==> src/rtl/core/itp_pkg.sv <==
// shared constants, widths and types for the iso-tp reassembler
`timescale 1ns / 1ps
`default_nettype none

package itp_pkg;

    // largest message that is reassembled, in bytes
    localparam int MAX_MESSAGE = 512;

    // field widths
    localparam int ID_W   = 29;
    localparam int DLC_W  = 4;
    localparam int DATA_W = 64;
    localparam int LEN_W  = 12;
    localparam int BYTE_W = 8;
    localparam int SEQ_W  = 4;
    localparam int CNT_W  = 4;

    // byte lanes of the payload store
    localparam int LANES  = 8;
    localparam int LANE_W = 3;

    // payload store geometry
    localparam int FILL_W = $clog2(MAX_MESSAGE + 1);
    localparam int ROWS   = (MAX_MESSAGE + LANES - 1) / LANES;
    localparam int ROW_W  = (ROWS > 1) ? $clog2(ROWS) : 1;

    // packed stream widths
    localparam int S_TDATA_W = ((ID_W + DLC_W + DATA_W + 7) / 8) * 8;
    localparam int M_TDATA_W = ((ID_W + LEN_W + DATA_W + CNT_W + 7) / 8) * 8;

    // frame type codes
    localparam logic [3:0] PCI_SF = 4'h0;
    localparam logic [3:0] PCI_FF = 4'h1;
    localparam logic [3:0] PCI_CF = 4'h2;

    // frame layout constants
    localparam logic [3:0]        SF_MAX_LEN = 4'd7;
    localparam logic [DLC_W-1:0]  FF_MIN_DLC = 4'd2;
    localparam logic [LANE_W-1:0] FF_BYTES   = 3'd6;
    localparam logic [LANE_W-1:0] CF_BYTES   = 3'd7;
    localparam logic [LANE_W-1:0] FF_FIRST   = 3'd2;
    localparam logic [LANE_W-1:0] CF_FIRST   = 3'd1;
    localparam logic [SEQ_W-1:0]  SEQ_START  = 4'd1;

    // write command broadcast to all byte lanes
    typedef struct packed {
        logic              active;
        logic [FILL_W-1:0] base;
        logic [LANE_W-1:0] count;
        logic [LANE_W-1:0] first;
    } itp_wr_t;

endpackage

`default_nettype wire

==> src/rtl/core/itp_merge.sv <==
// merges lane bytes or single-frame bytes into one masked chunk
`timescale 1ns / 1ps
`default_nettype none

module itp_merge
    import itp_pkg::*;
(
    input  wire logic                         sel_frame,
    input  wire logic [DATA_W-1:0]            frame_data,
    input  wire logic [LANES-1:0][BYTE_W-1:0] lane_bytes,
    input  wire logic [CNT_W-1:0]             count,
    output logic      [DATA_W-1:0]            chunk_data
);

    // pick the byte source per lane, zero the bytes past the count
    always_comb begin
        logic [BYTE_W-1:0] b;
        for (int l = 0; l < LANES; l++) begin
            if (sel_frame) begin
                b = (l < LANES - 1) ? frame_data[(l+1)*BYTE_W +: BYTE_W] : '0;
            end else begin
                b = lane_bytes[l];
            end
            chunk_data[l*BYTE_W +: BYTE_W] = (CNT_W'(l) < count) ? b : '0;
        end
    end

endmodule

`default_nettype wire

==> config.mk <==
export PLATFORM = sky130hd
export DESIGN_NAME = itp_merge
export DESIGN_NICKNAME = d
export VERILOG_FILES = /design/src/rtl/core/itp_pkg.sv /design/src/rtl/core/itp_merge.sv
export SDC_FILE = /design/constraint.sdc
export NUM_CORES = 1
export LEC_CHECK = 0
export ABC_AREA = 1
export BUFFER_PORTS_ARGS = -buffer_cell sky130_fd_sc_hd__buf_2
export CAP_MARGIN = 40
export CORE_ASPECT_RATIO = 0.5
export CORE_MARGIN = 5
export CORE_UTILIZATION = 32
export DETAILED_ROUTE_END_ITERATION = 7
export PLACE_DENSITY_LB_ADDON = 0.12
export SETUP_SLACK_MARGIN = 0.02
export SLEW_MARGIN = 20
export SYNTH_ARGS = -nofsm -noshare
export SYNTH_HDL_FRONTEND = slang
export SYNTH_SLANG_ARGS = --single-unit
export TNS_END_PERCENT = 50
==> constraint.sdc <==
create_clock -name vclk -period 0.86
set_input_delay 0.043 -clock vclk [all_inputs]
set_output_delay 0.043 -clock vclk [all_outputs]
set_load 0.005 [all_outputs]
==> impl_metrics.ini <==
[routing]
routed_wl_mm = 7.09
vias = 2466
drt_pass1_iterations = 4
drc = 0
wire_per_inst_um = 13.0
drt_iter0_drc = 148
drtAntennaViolNets = 0
via_per_inst = 4.51

[logic_synthesis]
synthCells = 295
ys_types = 12
syn_area_um2 = 1210
ys_seq_area_frac = 0
yosysWarnings = 0
avgSynthCellArea_um2 = 4.11
syn_nets = 428

[timing]
tightest_slew_ps = 218
period_needed_ps = 918
rsz0062_at_grt = true
fin_tns_setup_ps = -270
whs_ps = 367
maxSlewViolCount = 0
finalCritPeriodShare = 1.07
fin_ws_ps = -57.7
hold_viol = 0
fmax_mhz = 1090
setup_violations = 18
relSlewSlack = 0.854

[clocking]
postCtsHoldBufs = 0
cts_setup_buffers = 0

[global_routing]
grt_max_degree = 35
gr-total-overflow = 0
antenna_found_initial = 0
grt_pass1_wl_mm = 8.36
grt_pass1_vias = 1922
grt.total_usage = 0.188

[floorplan]
fp.coreArea_um2 = 3550
row_count = 15
die_h_um = 53.5
chipWidth_um = 97.0
ioPinCount = 197
start_util = 0.341
die_area_um2 = 5190

[setup_path]
worstSetupPathType = in -> out
crit_family = buffers and inverters
cp.arrival_ps = 870
end_kind = output port
slowest_stage = nor2_4
cp_cell_sequence = buf_12 > nor2_4 > buf_6 > nand2_8 > nand2_1 > inv_1 > buf_2
worst_path_largest_cell_delay_ps = 200
required_ps = 820
crit_fanout = 8
path_buf_inv = 4
crit_path_start_kind = primary input

[power]
p_per_area_nw_per_um2 = 528
p_comb_frac = 1.000
internal_power_mw = 0.817
clock_power_share = 0
seqPwrFrac = 0
power_leakage_nw = 1.97
p_switching_mw = 0.704
power.share.switching = 0.463
ir_drop_mv = 0.264

[layout]
seqCellArea_um2 = 0
areaGrowthSynthToFinish_pct = 138
seq_cells = 0
drive_gt1_frac = 0.563
fin_util = 0.812
nClkBuffers = 0
final_nets = 631
diodes = 0
n_fill_cell = 259

[place]
hpwl_mm = 4.53
gp_congestion = 0.841
place_ws_ps = -126
port_buffers = 189

[hold_path]
hp-class = in -> out

[job]
max_cap_violations = 0

[outcome]
status = complete, but fails checks
violations = setup timing
final timing paths:
path | cells past startpoint | start | slack (ps) | to
worst max-delay path | 7 | count[3] | -60 | chunk_data[19]
worst min-delay path | 4 | lane_bytes[56] | 370 | chunk_data[56]
routing by layer:
metal	up-vias	global-route usage	part of all wire
li1	1247	-	-
met1	1088	0.214	0.37
met2	119	0.385	0.53
met3	12	0.0421	0.086
met4	0	0.00699	0.017
met5	-	0	0
cell type report:
class	instances	area, um2	area share
multi-input combinational	230	1130	0.392
tap	51	63.8	0.0222
inverter	52	221	0.0769
timing repair buffer	214	1470	0.509
power by group through the flow:
stage | Clock (mW) | Sequential (mW) | Combinational [mW]
6_report | 0 | 0 | 1.52
5_1_grt | 0 | 0 | 1.67
4_1_cts | 0 | 0 | 1.16
3_5_place_dp | 0 | 0 | 1.12
3_3_place_gp | 0 | 0 | 1.12
2_1_floorplan | 0 | 0 | 0.509
synthesized netlist by cell type:
master    count  area, um2
nand2_1     173        649
inv_1        51        191
nor2_1       29        109
a21oi_1      16       80.1
buf_4         9       67.6
and2_0        8       50.1
buf_2         2       10.0
nand2_4       2       22.5
nor2_2        2       12.5
buf_6         1       11.3
clkbuf_1      1       3.75
inv_2         1       3.75
placed cells by master (no fill, tap or decap):
master,Yosys,final
buf_4,9,6
nor2_1,29,25
a21oi_4,0,1
and2_4,0,1
a21oi_1,16,8
clkinv_16,0,1
nor2_2,2,3
buf_16,0,2
inv_1,51,39
and2_0,8,7
a21oi_2,0,7
nand2_1,173,138
nor2_4,0,3
buf_2,2,179
nand2_4,2,7
inv_2,1,12
buf_12,0,8
buf_6,1,12
clkbuf_16,0,7
nand2_8,0,2
nand2_2,0,28
stage by stage:
| step | area (um2) | std cells | total power [mW] |
|---|---|---|---|
| 2_1_floorplan | 1210 | 295 | 0.509 |
| 4_1_cts | 2370 | 539 | 1.16 |
| 3_3_place_gp | 2310 | 538 | 1.12 |
| 6_report | 2880 | 547 | 1.52 |
| 3_5_place_dp | 2310 | 538 | 1.12 |
| 5_1_grt | 2880 | 547 | 1.67 |
kinds of logic (layout without fill, tap and decap cells):
group	count (synthesis)	in the layout	synth area share
simple gates	214	214	0.696
compound gates	16	16	0.0661
buf+inv	65	266	0.238
timing repair:
action,in CTS,in global routing
resized for setup,11,100
gates cloned,1,8
pin swaps,1,29
setup endpoints to repair,64,64
No activity file was read; power rests on OpenSTA's default activity.
