$ cat src/rtl/core/itp_pkg.sv
// shared constants, widths and types for the iso-tp reassembler
`timescale 1ns / 1ps
`default_nettype none

package itp_pkg;

    // largest message that is reassembled, in bytes
    localparam int MAX_MESSAGE = 512;

    // field widths
    localparam int ID_W   = 29;
    localparam int DLC_W  = 4;
    localparam int DATA_W = 64;
    localparam int LEN_W  = 12;
    localparam int BYTE_W = 8;
    localparam int SEQ_W  = 4;
    localparam int CNT_W  = 4;

    // byte lanes of the payload store
    localparam int LANES  = 8;
    localparam int LANE_W = 3;

    // payload store geometry
    localparam int FILL_W = $clog2(MAX_MESSAGE + 1);
    localparam int ROWS   = (MAX_MESSAGE + LANES - 1) / LANES;
    localparam int ROW_W  = (ROWS > 1) ? $clog2(ROWS) : 1;

    // packed stream widths
    localparam int S_TDATA_W = ((ID_W + DLC_W + DATA_W + 7) / 8) * 8;
    localparam int M_TDATA_W = ((ID_W + LEN_W + DATA_W + CNT_W + 7) / 8) * 8;

    // frame type codes
    localparam logic [3:0] PCI_SF = 4'h0;
    localparam logic [3:0] PCI_FF = 4'h1;
    localparam logic [3:0] PCI_CF = 4'h2;

    // frame layout constants
    localparam logic [3:0]        SF_MAX_LEN = 4'd7;
    localparam logic [DLC_W-1:0]  FF_MIN_DLC = 4'd2;
    localparam logic [LANE_W-1:0] FF_BYTES   = 3'd6;
    localparam logic [LANE_W-1:0] CF_BYTES   = 3'd7;
    localparam logic [LANE_W-1:0] FF_FIRST   = 3'd2;
    localparam logic [LANE_W-1:0] CF_FIRST   = 3'd1;
    localparam logic [SEQ_W-1:0]  SEQ_START  = 4'd1;

    // write command broadcast to all byte lanes
    typedef struct packed {
        logic              active;
        logic [FILL_W-1:0] base;
        logic [LANE_W-1:0] count;
        logic [LANE_W-1:0] first;
    } itp_wr_t;

endpackage

`default_nettype wire

$ cat src/rtl/core/itp_ram.sv
// generic single write port ram with registered read
`timescale 1ns / 1ps
`default_nettype none

module itp_ram #(
    parameter int WIDTH = 8,
    parameter int DEPTH = 64,
    localparam int AW = (DEPTH > 1) ? $clog2(DEPTH) : 1
) (
    input  wire logic             aclk,
    input  wire logic             we,
    input  wire logic [AW-1:0]    waddr,
    input  wire logic [WIDTH-1:0] wdata,
    input  wire logic [AW-1:0]    raddr,
    output logic      [WIDTH-1:0] rdata
);

    logic [WIDTH-1:0] mem [DEPTH];

    // write port and registered read port
    always_ff @(posedge aclk) begin
        if (we) begin
            mem[waddr] <= wdata;
        end
        rdata <= mem[raddr];
    end

endmodule

`default_nettype wire

$ cat src/rtl/core/itp_lane.sv
// one byte lane of the payload store: write select and lane ram
`timescale 1ns / 1ps
`default_nettype none

module itp_lane
    import itp_pkg::*;
(
    input  wire logic              aclk,
    input  wire logic [LANE_W-1:0] lane_idx,
    input  wire itp_wr_t           wr,
    input  wire logic [DATA_W-1:0] frame_data,
    input  wire logic [ROW_W-1:0]  rd_row,
    output logic      [BYTE_W-1:0] rd_byte
);

    logic [LANE_W-1:0] offs;
    logic [LANE_W-1:0] src;
    logic [FILL_W-1:0] idx;
    logic              hit;
    logic [BYTE_W-1:0] wbyte;

    // which byte of the write run lands in this lane
    assign offs  = lane_idx - wr.base[LANE_W-1:0];
    assign hit   = wr.active && (offs < wr.count);
    assign idx   = wr.base + FILL_W'(offs);
    assign src   = wr.first + offs;
    assign wbyte = frame_data[src*BYTE_W +: BYTE_W];

    itp_ram #(
        .WIDTH (BYTE_W),
        .DEPTH (ROWS)
    ) u_ram (
        .aclk  (aclk),
        .we    (hit),
        .waddr (idx[LANE_W +: ROW_W]),
        .wdata (wbyte),
        .raddr (rd_row),
        .rdata (rd_byte)
    );

endmodule

`default_nettype wire

$ cat config.mk
export PLATFORM = sky130hd
export DESIGN_NAME = itp_lane
export DESIGN_NICKNAME = d
export VERILOG_FILES = /design/src/rtl/core/itp_pkg.sv /design/src/rtl/core/itp_ram.sv /design/src/rtl/core/itp_lane.sv
export SDC_FILE = /design/constraint.sdc
export NUM_CORES = 1
export LEC_CHECK = 0
export ABC_AREA = 1
export BUFFER_PORTS_ARGS = -buffer_cell sky130_fd_sc_hd__buf_4
export CELL_PAD_IN_SITES_DETAIL_PLACEMENT = 0
export CELL_PAD_IN_SITES_GLOBAL_PLACEMENT = 1
export CORE_MARGIN = 3
export CORE_UTILIZATION = 28
export CTS_CLUSTER_DIAMETER = 30
export CTS_CLUSTER_SIZE = 25
export DETAILED_ROUTE_END_ITERATION = 8
export PLACE_DENSITY = 0.46
export SYNTH_ARGS = -nofsm -noshare
export SYNTH_HDL_FRONTEND = slang
export SYNTH_SLANG_ARGS = --single-unit
$ cat constraint.sdc
create_clock -name aclk -period 13.6 [get_ports aclk]
set_input_delay 1.36 -clock aclk [delete_from_list [all_inputs] [get_ports aclk]]
set_output_delay 1.36 -clock aclk [all_outputs]
set_load 0.02 [all_outputs]
==> results, run 1 <==
- The count of flip-flops with a built-in enable after synthesis is 512.
- The distinct cell type count of the synthesized netlist is 26.
- The post-CTS setup-driven buffer insertion count is 0.
- In this run the worst path has a maximum fanout of 8.
- The required time reported for the critical path endpoint is 13.88 ns.
- The final RePlAce weighted congestion is around 0.73.
- By count the netlist is led by sky130_fd_sc_hd__nand2_1 (678), sky130_fd_sc_hd__edfxtp_1 (512), sky130_fd_sc_hd__nand3_1 (437), sky130_fd_sc_hd__nor2_1 (68), sky130_fd_sc_hd__buf_2 (51).
- The arithmetic-cell share of the synthesized area counting full adders, half adders and majority gates is less than 1%.
- After filler insertion, the fill cell instance count of the layout stands at ~7,700.
- The setup path with the least slack is of type input pin to flop.
- Buffers inserted to repair hold after CTS numbered 0.
- The total setup violations reported at the end of the flow is 0.
- Clock latency on the worst-skew pair, taken at its later pin, is 0.65 ns.
- Yosys attributes the largest share of cell area to sky130_fd_sc_hd__edfxtp_1 (70%), sky130_fd_sc_hd__nand2_1 (12%), sky130_fd_sc_hd__nand3_1 (9.9%).
- The area used by sequential logic in the layout is 0.0155 mm^2.
- Among the stages of the critical path, the cell type that occurs most often is sky130_fd_sc_hd__inv_1.
- The period utilization is between 30% and 40%.
- The fmax is about 0.21 GHz.
- The tightest min-delay check is of the flop to flop type.
- In this run the number of H-tree levels came out at 3.
- Wires add up to between 60,000 and 70,000 um.
- Counting flops and latches in the post-synthesis netlist gives 520.
- Setup total negative slack on the finished layout was measured at 0 ns.
- The worst slew slack as a fraction of its limit is a little under a third.
- The number of port buffers is 97.
- In the synthesized netlist, mux cells make up 0.728% of the area.
- In the synthesized netlist the dominant register cell turns out to be sky130_fd_sc_hd__edfxtp_1.
- The worst setup path is launched from an input pin.
- The wire length per cell is a little over 20 um.
- After layout, the worst setup slack is 8.81 ns.
- Pin placement for this block handled 99 I/O pins.
- In this run the mean area of a mapped cell was 11.1 um^2.
- The first detailed-routing pass ran for 5 iterations.
- The fraction of final layout cells with drive strength greater than 1 is 15.0%.
- The pre-CTS setup slack is 8.06 ns.
- The areal power density over the cells is 199 mW/mm^2.
- The longest clock path from root to sink contains 3 buffers.
- The signal on the critical path passes through buf_4 > inv_1 > ha_1 > inv_1 > fa_1 > xor2_1 > ha_1 > a21oi_2 > a21oi_4 > inv_1 > nand2_1 > nor2_1 > nand2_1 > nor2_1.
- For this run, the number of standard cells in the final layout without fillers is ~3,200.
- The count of final hold-check violations is 0.
- The number of sinks on the clock net is 520.
- The worst reg-to-reg setup slack is between 10 and 15 ns.
- The first global-routing pass estimated 98,400 um of wire.
- The number of antenna violations at the first check in global routing was 3.
- The area added between synthesis and finish is 27.0%.
- STA classifies the critical path endpoint as a flop.
- The die width is 286 um.
- The area fraction in compound gates after synthesis is 1.50%.
- The pin count of the biggest net entering global routing is 141.
- Of all cell types, the one taking the most synthesized area is sky130_fd_sc_hd__edfxtp_1.
- Counting both buffers and inverters, the worst setup path holds a total of 4.
- Counting tap cells, the placed design contains a total of 3,017 instances.
- Of the post-synthesis cell area, the dominant cell type holds 69.9%.
- The slowest cell on the critical path is sky130_fd_sc_hd__nor2_1.
- Among cell families on the critical path, the largest total delay comes from simple AND/OR/NAND/NOR gates.
- The initial cell density of the core is 28.3%.
- The simple-gate share of the synthesized area is 23.2%.
- The cell with the most instances after synthesis is sky130_fd_sc_hd__nand2_1.
- TritonCTS built the clock tree.
- The main combinational cell family by area after synthesis is simple AND/OR/NAND/NOR gates.
- The remaining global-route overflow is 0.
- The number of clock buffers added by TritonCTS is 119.
- The minimum period implied by the final worst setup slack is 4.79 ns.
- The number of gates given a new drive strength after cts is 0.
- Synthesis produced a netlist with a net count of 2,076.
- The area enclosed by the die boundary is about 0.08 mm^2.
- The detailed-route via count is 14,900.
- The clock root buffer is sky130_fd_sc_hd__clkbuf_16.
- After floorplanning, the core was divided into a little over 100 placement rows.
- The measured slew at the worst slew-check pin is 1.04 ns.
- Synthesis handed over a netlist of 1,976 instances.
- The fraction of synthesis flops using an asynchronous set or reset pin is 0%.
- The max-slew violation total from the final report is 0.
- The via count of the first global-routing pass is 14,800.
- The delay contributed by the slowest stage of the critical path is 0.93 ns.
- The count of maximum capacitance violations is 0.
- The die is approximately 290 um tall.
- After the first detailed-routing iteration, the DRC count stood at 922.
- During synthesis, Yosys emitted a total of 0 warnings.
- After detailed routing, the number of remaining DRC violations is 0.
- The remaining number of nets flagged by the antenna check after routing is 0.
- The region available for standard cell placement spans 0.0776 mm^2.
- The data arrival at the endpoint of the critical path is approximately 5 ns.
- Once detailed placement completed, the half-perimeter wirelength came to 37,400 um.
- The synthesized netlist devotes 0.193% of its cell area to XOR and XNOR gates.
- The total track usage is around 16%.
- The worst clock skew is 0.0282 ns.
- The flow ran to the end, and the final reports show no timing, DRC or antenna violations.
- Sequential elements use a little over two thirds of the synthesized area.
- The power consumption is 5.57 mW.
- Across the VDD grid, the largest voltage drop is 105 uV.
- The total number of nets in the final design is 2,198.
- The clock-pin slew reported for the worst setup and hold paths after clock tree synthesis is 0.04 ns.
- The area taken by multi-input logic gates is 0.00586 mm^2.
- The ratio of routed vias to standard cells is 4.59.
- In this run the static leakage power is 10.3 nW.
- Setup repair after global routing left no endpoint under its margin.
- The summed instance area of the synthesized netlist is roughly 0.022 mm^2.
-- logic make-up after synthesis --
| logic type | count (synthesis) |
|---|---|
| and+or+nand+nor | 1199 |
| DFF | 520 |
| buffers and inverters | 166 |
| AOI/OAI and AO/OA | 62 |
| muxes | 16 |
| adders and majority gates | 9 |
| xor gates and xnor gates | 4 |
-- cell type report --
class / instances / area share (%)
clock buffers: 139 / 11.1
inverters: 48 / 0.686
clock inverters: 82 / 3.73
diodes: 1 / 0.00896
flip-flops and latches: 520 / 55.6
repair buffers: 119 / 3.22
multi-input cells: 1290 / 21.0
well taps: 1040 / 4.66
-- routing by layer --
| layer | wire, um | track usage, % | part of all wire (%) | vias up |
|---|---|---|---|---|
| met1 | 31800 | 22.6 | 47 | 7197 |
| met2 | 30700 | 25.8 | 46 | 367 |
| met5 | 27 | 0 | 0.040 | - |
| li1 | - | - | - | 7195 |
| met4 | 1280 | 4.80 | 1.9 | 4 |
| met3 | 3530 | 3.39 | 5.2 | 95 |
-- worst paths after layout --
path | depth (start not counted) | end | startpoint
setup / recovery | 14 | u_ram.mem[61][7]$_DFFE_PP_ | lane_idx[0]
hold / removal | 8 | u_ram.rdata[4]$_DFF_P_ | u_ram.mem[4][4]$_DFFE_PP_
setup reg to reg | 8 | u_ram.rdata[7]$_DFF_P_ | u_ram.mem[23][7]$_DFFE_PP_
hold reg to reg | 8 | u_ram.rdata[4]$_DFF_P_ | u_ram.mem[4][4]$_DFFE_PP_
-- power by group --
group | internal (mW) | switching (mW)
Combinational | 0.118 | 0.520
Clock | 1.99 | 0.900
Sequential | 2.03 | 0.00430
-- worst register-to-register path: cells and delay by family (launching register included) --
| kind | cells | cell delay [ns] |
|---|---|---|
| AND/OR/NAND/NOR | 8 | 1.09 |
| flip-flops | 1 | 0.35 |
-- through the flow --
| stage | util, % | hold WS [ns] | area [um^2] |
|---|---|---|---|
| after global placement | 30.7 | 0.907 | 23800 |
| after floorplan | - | 0.722 | 22000 |
| final | 36.0 | 0.925 | 27900 |
| after detailed placement | 30.7 | 0.916 | 23800 |
| after global routing | 36.0 | 1.01 | 27900 |
| after CTS | 36.0 | 0.923 | 27900 |
-- registers in the layout, summed over array words and instances, names as in the netlist --
signal	cells
u_ram.rdata	8
u_ram.mem	512
-- placed cells by master (no fill, tap or decap), types with 2 or more instances in the layout --
| master | synthesis | final |
|---|---|---|
| sky130_fd_sc_hd__a21oi_1 | 18 | 18 |
| sky130_fd_sc_hd__a21oi_2 | 2 | 2 |
| sky130_fd_sc_hd__buf_4 | 1 | 118 |
| sky130_fd_sc_hd__bufinv_16 | 0 | 20 |
| sky130_fd_sc_hd__clkbuf_1 | 44 | 16 |
| sky130_fd_sc_hd__clkbuf_16 | 0 | 119 |
| sky130_fd_sc_hd__clkbuf_8 | 0 | 5 |
| sky130_fd_sc_hd__clkinv_1 | 0 | 18 |
| sky130_fd_sc_hd__clkinv_16 | 0 | 2 |
| sky130_fd_sc_hd__clkinv_2 | 0 | 20 |
| sky130_fd_sc_hd__clkinv_4 | 0 | 6 |
| sky130_fd_sc_hd__clkinvlp_4 | 0 | 10 |
| sky130_fd_sc_hd__dfxtp_1 | 8 | 8 |
| sky130_fd_sc_hd__edfxtp_1 | 512 | 512 |
| sky130_fd_sc_hd__fa_1 | 2 | 2 |
| sky130_fd_sc_hd__ha_1 | 7 | 7 |
| sky130_fd_sc_hd__inv_1 | 47 | 45 |
| sky130_fd_sc_hd__inv_16 | 0 | 2 |
| sky130_fd_sc_hd__inv_6 | 0 | 4 |
| sky130_fd_sc_hd__mux2i_1 | 16 | 16 |
| sky130_fd_sc_hd__nand2_1 | 678 | 678 |
| sky130_fd_sc_hd__nand2_2 | 2 | 2 |
| sky130_fd_sc_hd__nand3_1 | 437 | 437 |
| sky130_fd_sc_hd__nand3_2 | 5 | 5 |
| sky130_fd_sc_hd__nand4_1 | 6 | 6 |
| sky130_fd_sc_hd__nor2_1 | 68 | 68 |
| sky130_fd_sc_hd__nor3_1 | 2 | 2 |
| sky130_fd_sc_hd__o21ai_0 | 41 | 33 |
| sky130_fd_sc_hd__o21ai_4 | 0 | 8 |
| sky130_fd_sc_hd__xnor2_1 | 2 | 2 |
No activity file was read; power rests on OpenSTA's default activity.
==> run 2, diff against run 1 <==
clock period = 4.7 ns   (was 13.6 ns; I/O delays follow)
==> results, run 2 (synthesis results as in run 1) <==
- Setup repair after global routing left no endpoint under its margin.
- The largest registers in the layout are u_ram.mem x512, u_ram.rdata x8.
- The global-route wire length before repair is 102,000 um (+3.9%).
- The final RePlAce weighted congestion is 0.751 (+3.0%).
- The count of pins on the block boundary is 99 (unchanged).
- On the critical path, the stage with the largest delay is an instance of sky130_fd_sc_hd__nand4_1.
- The number of DRC markers in iteration 0 is 1,054 (+14%).
- The family of cells with the greatest summed delay on the critical path is simple AND/OR/NAND/NOR gates.
- The worst slew slack as a fraction of its limit is 21.0% (-9.6 points).
- The count of final hold-check violations was 0 (unchanged).
- The fmax is 0.286 GHz.
- The measured slew at the worst slew-check pin was 1.19 ns (+0.143 ns).
- The worst-case hold slack was 0.302 ns (-0.623 ns).
- The fraction of final layout cells with drive strength greater than 1 is 17.9% (+3.0 points).
- The required time reported for the critical path endpoint is 5.04 ns (-8.84 ns).
- The total setup violations reported at the end of the flow is 0 (unchanged).
- The post-CTS setup-driven buffer insertion count is 0 (unchanged).
- The pin count of the biggest net entering global routing came to 161 (+14%).
- The count of maximum capacitance violations is 0 (unchanged).
- The total wire length after detailed routing is 69,400 um (+3.1%).
- The final non-filler cell total is 3,323 (+2.6%).
- The area enclosed by the die boundary is 0.0819 mm^2 (unchanged).
- The instance area at placement is 0.0245 mm^2 (+3.2%).
- The pre-CTS setup slack is 0.540 ns (-7.52 ns).
- The initial cell density of the core was 28.3% (unchanged).
- The ratio of routed vias to standard cells was 4.61 (+0.57%).
- The peak fanout along the critical path is 8 (unchanged).
- The number of gates given a new drive strength after cts came to 0 (unchanged).
- The wire length per cell came to 20.9 um (+0.46%).
- The area added between synthesis and finish is 29.5%.
- The number of placed instances with taps included is 3,098 (+2.7%).
- Walking the worst path, the cells encountered are buf_4 > inv_1 > ha_1 > inv_1 > fa_1 > xor2_1 > ha_1 > nand3_1 > a21oi_4 > nand2_1 > nand2_2 > nand4_1 > nor2_1 > buf_4.
- u_ram.mem holds more flip-flops than any other register.
- The remaining number of nets flagged by the antenna check after routing is 0 (unchanged).
- The number of flip-flops under the largest register name is 512 (unchanged).
- The detailed placement HPWL was 41,200 um (+10%).
- The number of buffers inserted for hold repair after clock tree synthesis came to 0 (unchanged).
- The detailed-route via count came to 15,300 (+3.2%).
- The sum of negative setup slack is 0 ns (unchanged).
- The worst setup path is of the input pin to flop kind.
- The final worst slack was 1.20 ns (-7.61 ns).
- The largest buffer count on any clock path is 3 (unchanged).
- The category of the worst setup path launch point is an input pin.
- The total track usage is 16.9% (+0.57 points).
- The leakage power figure is 10.7 nW (+4.0%).
- The number of antenna violations at the first check in global routing is 2 (-1).
- The TritonCTS clock tree is built.
- The most common library cell in the layout ignoring fill and taps is sky130_fd_sc_hd__nand2_1.
- The worst setup path is captured at a flop.
- The number of H-tree levels is 3 (unchanged).
- The library cells used most frequently in the layout, excluding fill and tap cells, are sky130_fd_sc_hd__nand2_1 (678), sky130_fd_sc_hd__edfxtp_1 (512), sky130_fd_sc_hd__nand3_1 (437).
- The number of buffer and inverter stages on the critical path is 4 (unchanged).
- The remaining global-route overflow came to 0 (unchanged).
- The type of the tightest min-delay check is input pin to flop.
- The data arrival at the endpoint of the critical path is 3.83 ns (-1.25 ns).
- The number of sinks on the clock net is 520 (unchanged).
- The number of port buffers came to 97 (unchanged).
- The residual DRC count is 0 (unchanged).
- The worst voltage drop across the vdd grid came to 306 uV (+190%).
- The delay contributed by the slowest stage of the critical path came to 0.52 ns (-0.41 ns).
- The insertion delay of the later-clocked pin in the worst-skew pair is 0.64 ns (about the same).
- The die width is 286 um (unchanged).
- The clock root buffer is sky130_fd_sc_hd__clkbuf_16.
- The clock-pin slew reported for the worst setup and hold paths after clock tree synthesis was 0.04 ns (about the same).
- The via count of the first global-routing pass is 15,300 (+3.0%).
- The utilization of the core after routing is 36.7% (+0.73 points).
- The core area is 0.0776 mm^2 (unchanged).
- The total number of nets in the final design is 2,280 (+3.7%).
- The number of cell rows was 102 (unchanged).
- The worst clock skew is 0.0217 ns (-0.00650 ns).
- The run finished with clean final reports.
- The power consumption is 15.9 mW (+190%).
- The clock buffer count from CTS is 120 (+0.84%).
- The worst path in the final design needs a cycle of 3.50 ns, including I/O delays and setup.
- The number of detailed-routing iterations run before antenna repair is 5 (unchanged).
- The number of inserted filler cells in the final layout is 7,734 (+0.32%).
- The period utilization is 74.4%.
- The max-slew violation total from the final report is 0 (unchanged).
- The die height is 286 um (unchanged).
- The post-route standard cell area excluding fillers is 0.0285 mm^2 (+2.0%).
- The areal power density over the cells is 557 mW/mm^2 (+180%).
run 2: cell count changes in the layout (fill, tap and decap cells not counted):
cell / change
sky130_fd_sc_hd__buf_4: +69
sky130_fd_sc_hd__clkinv_2: +16
sky130_fd_sc_hd__buf_12: +12
sky130_fd_sc_hd__bufinv_16: -7
sky130_fd_sc_hd__clkbuf_1: +7
sky130_fd_sc_hd__clkinv_4: -6
sky130_fd_sc_hd__clkinv_8: +4
sky130_fd_sc_hd__clkinv_1: -3
sky130_fd_sc_hd__inv_6: -3
sky130_fd_sc_hd__clkbuf_8: -2
sky130_fd_sc_hd__inv_16: -2
sky130_fd_sc_hd__clkbuf_16: +1
sky130_fd_sc_hd__clkinvlp_4: -1
sky130_fd_sc_hd__inv_8: -1
run 2: report_power, final:
part | total (mW) | internal (mW) | leakage (nW) | switching, mW
logic | 2.09 | 0.513 | 4.32 | 1.58
registers | 5.87 | 5.86 | 4.44 | 0.0125
clock network | 7.91 | 5.38 | 1.92 | 2.54
run 2: cell type report:
class                           count  area (um^2)  area share, %
Inverter                           48          196          0.689
Timing Repair Buffer              200         1660           5.82
Multi-Input combinational cell   1290         5860           20.6
Tap cell                         1040         1300           4.57
Antenna cell                        1         2.50        0.00878
Clock inverter                     79          823           2.89
Clock buffer                      145         3120           10.9
Sequential cell                   520        15500           54.5
run 2: worst paths after layout:
path	start	endpoint	slack [ns]	cells after the start
setup / recovery	lane_idx[0]	u_ram.mem[11][7]$_DFFE_PP_	1.20	14
hold / removal	rd_row[5]	u_ram.rdata[1]$_DFF_P_	0.30	3
setup reg to reg	u_ram.mem[16][7]$_DFFE_PP_	u_ram.rdata[7]$_DFF_P_	3.13	8
hold reg to reg	u_ram.mem[14][0]$_DFFE_PP_	u_ram.rdata[0]$_DFF_P_	0.95	8
run 2: worst register-to-register path: stages (launching register included):
cell                       delay [ns]
sky130_fd_sc_hd__edfxtp_1        0.36
sky130_fd_sc_hd__nand2_1         0.07
sky130_fd_sc_hd__nand3_1         0.09
sky130_fd_sc_hd__nand3_1         0.18
sky130_fd_sc_hd__nand2_1         0.12
sky130_fd_sc_hd__nand2_1         0.12
sky130_fd_sc_hd__nand3_1         0.14
sky130_fd_sc_hd__nand3_1         0.14
sky130_fd_sc_hd__nand2_1         0.16
run 2: routing by layer:
layer,vias to the layer above,GRT usage [%],wire [um]
met5,-,0,13
met4,2,5.17,1450
met3,99,3.79,3880
met2,406,26.1,31600
met1,7463,23.7,32500
li1,7360,-,-
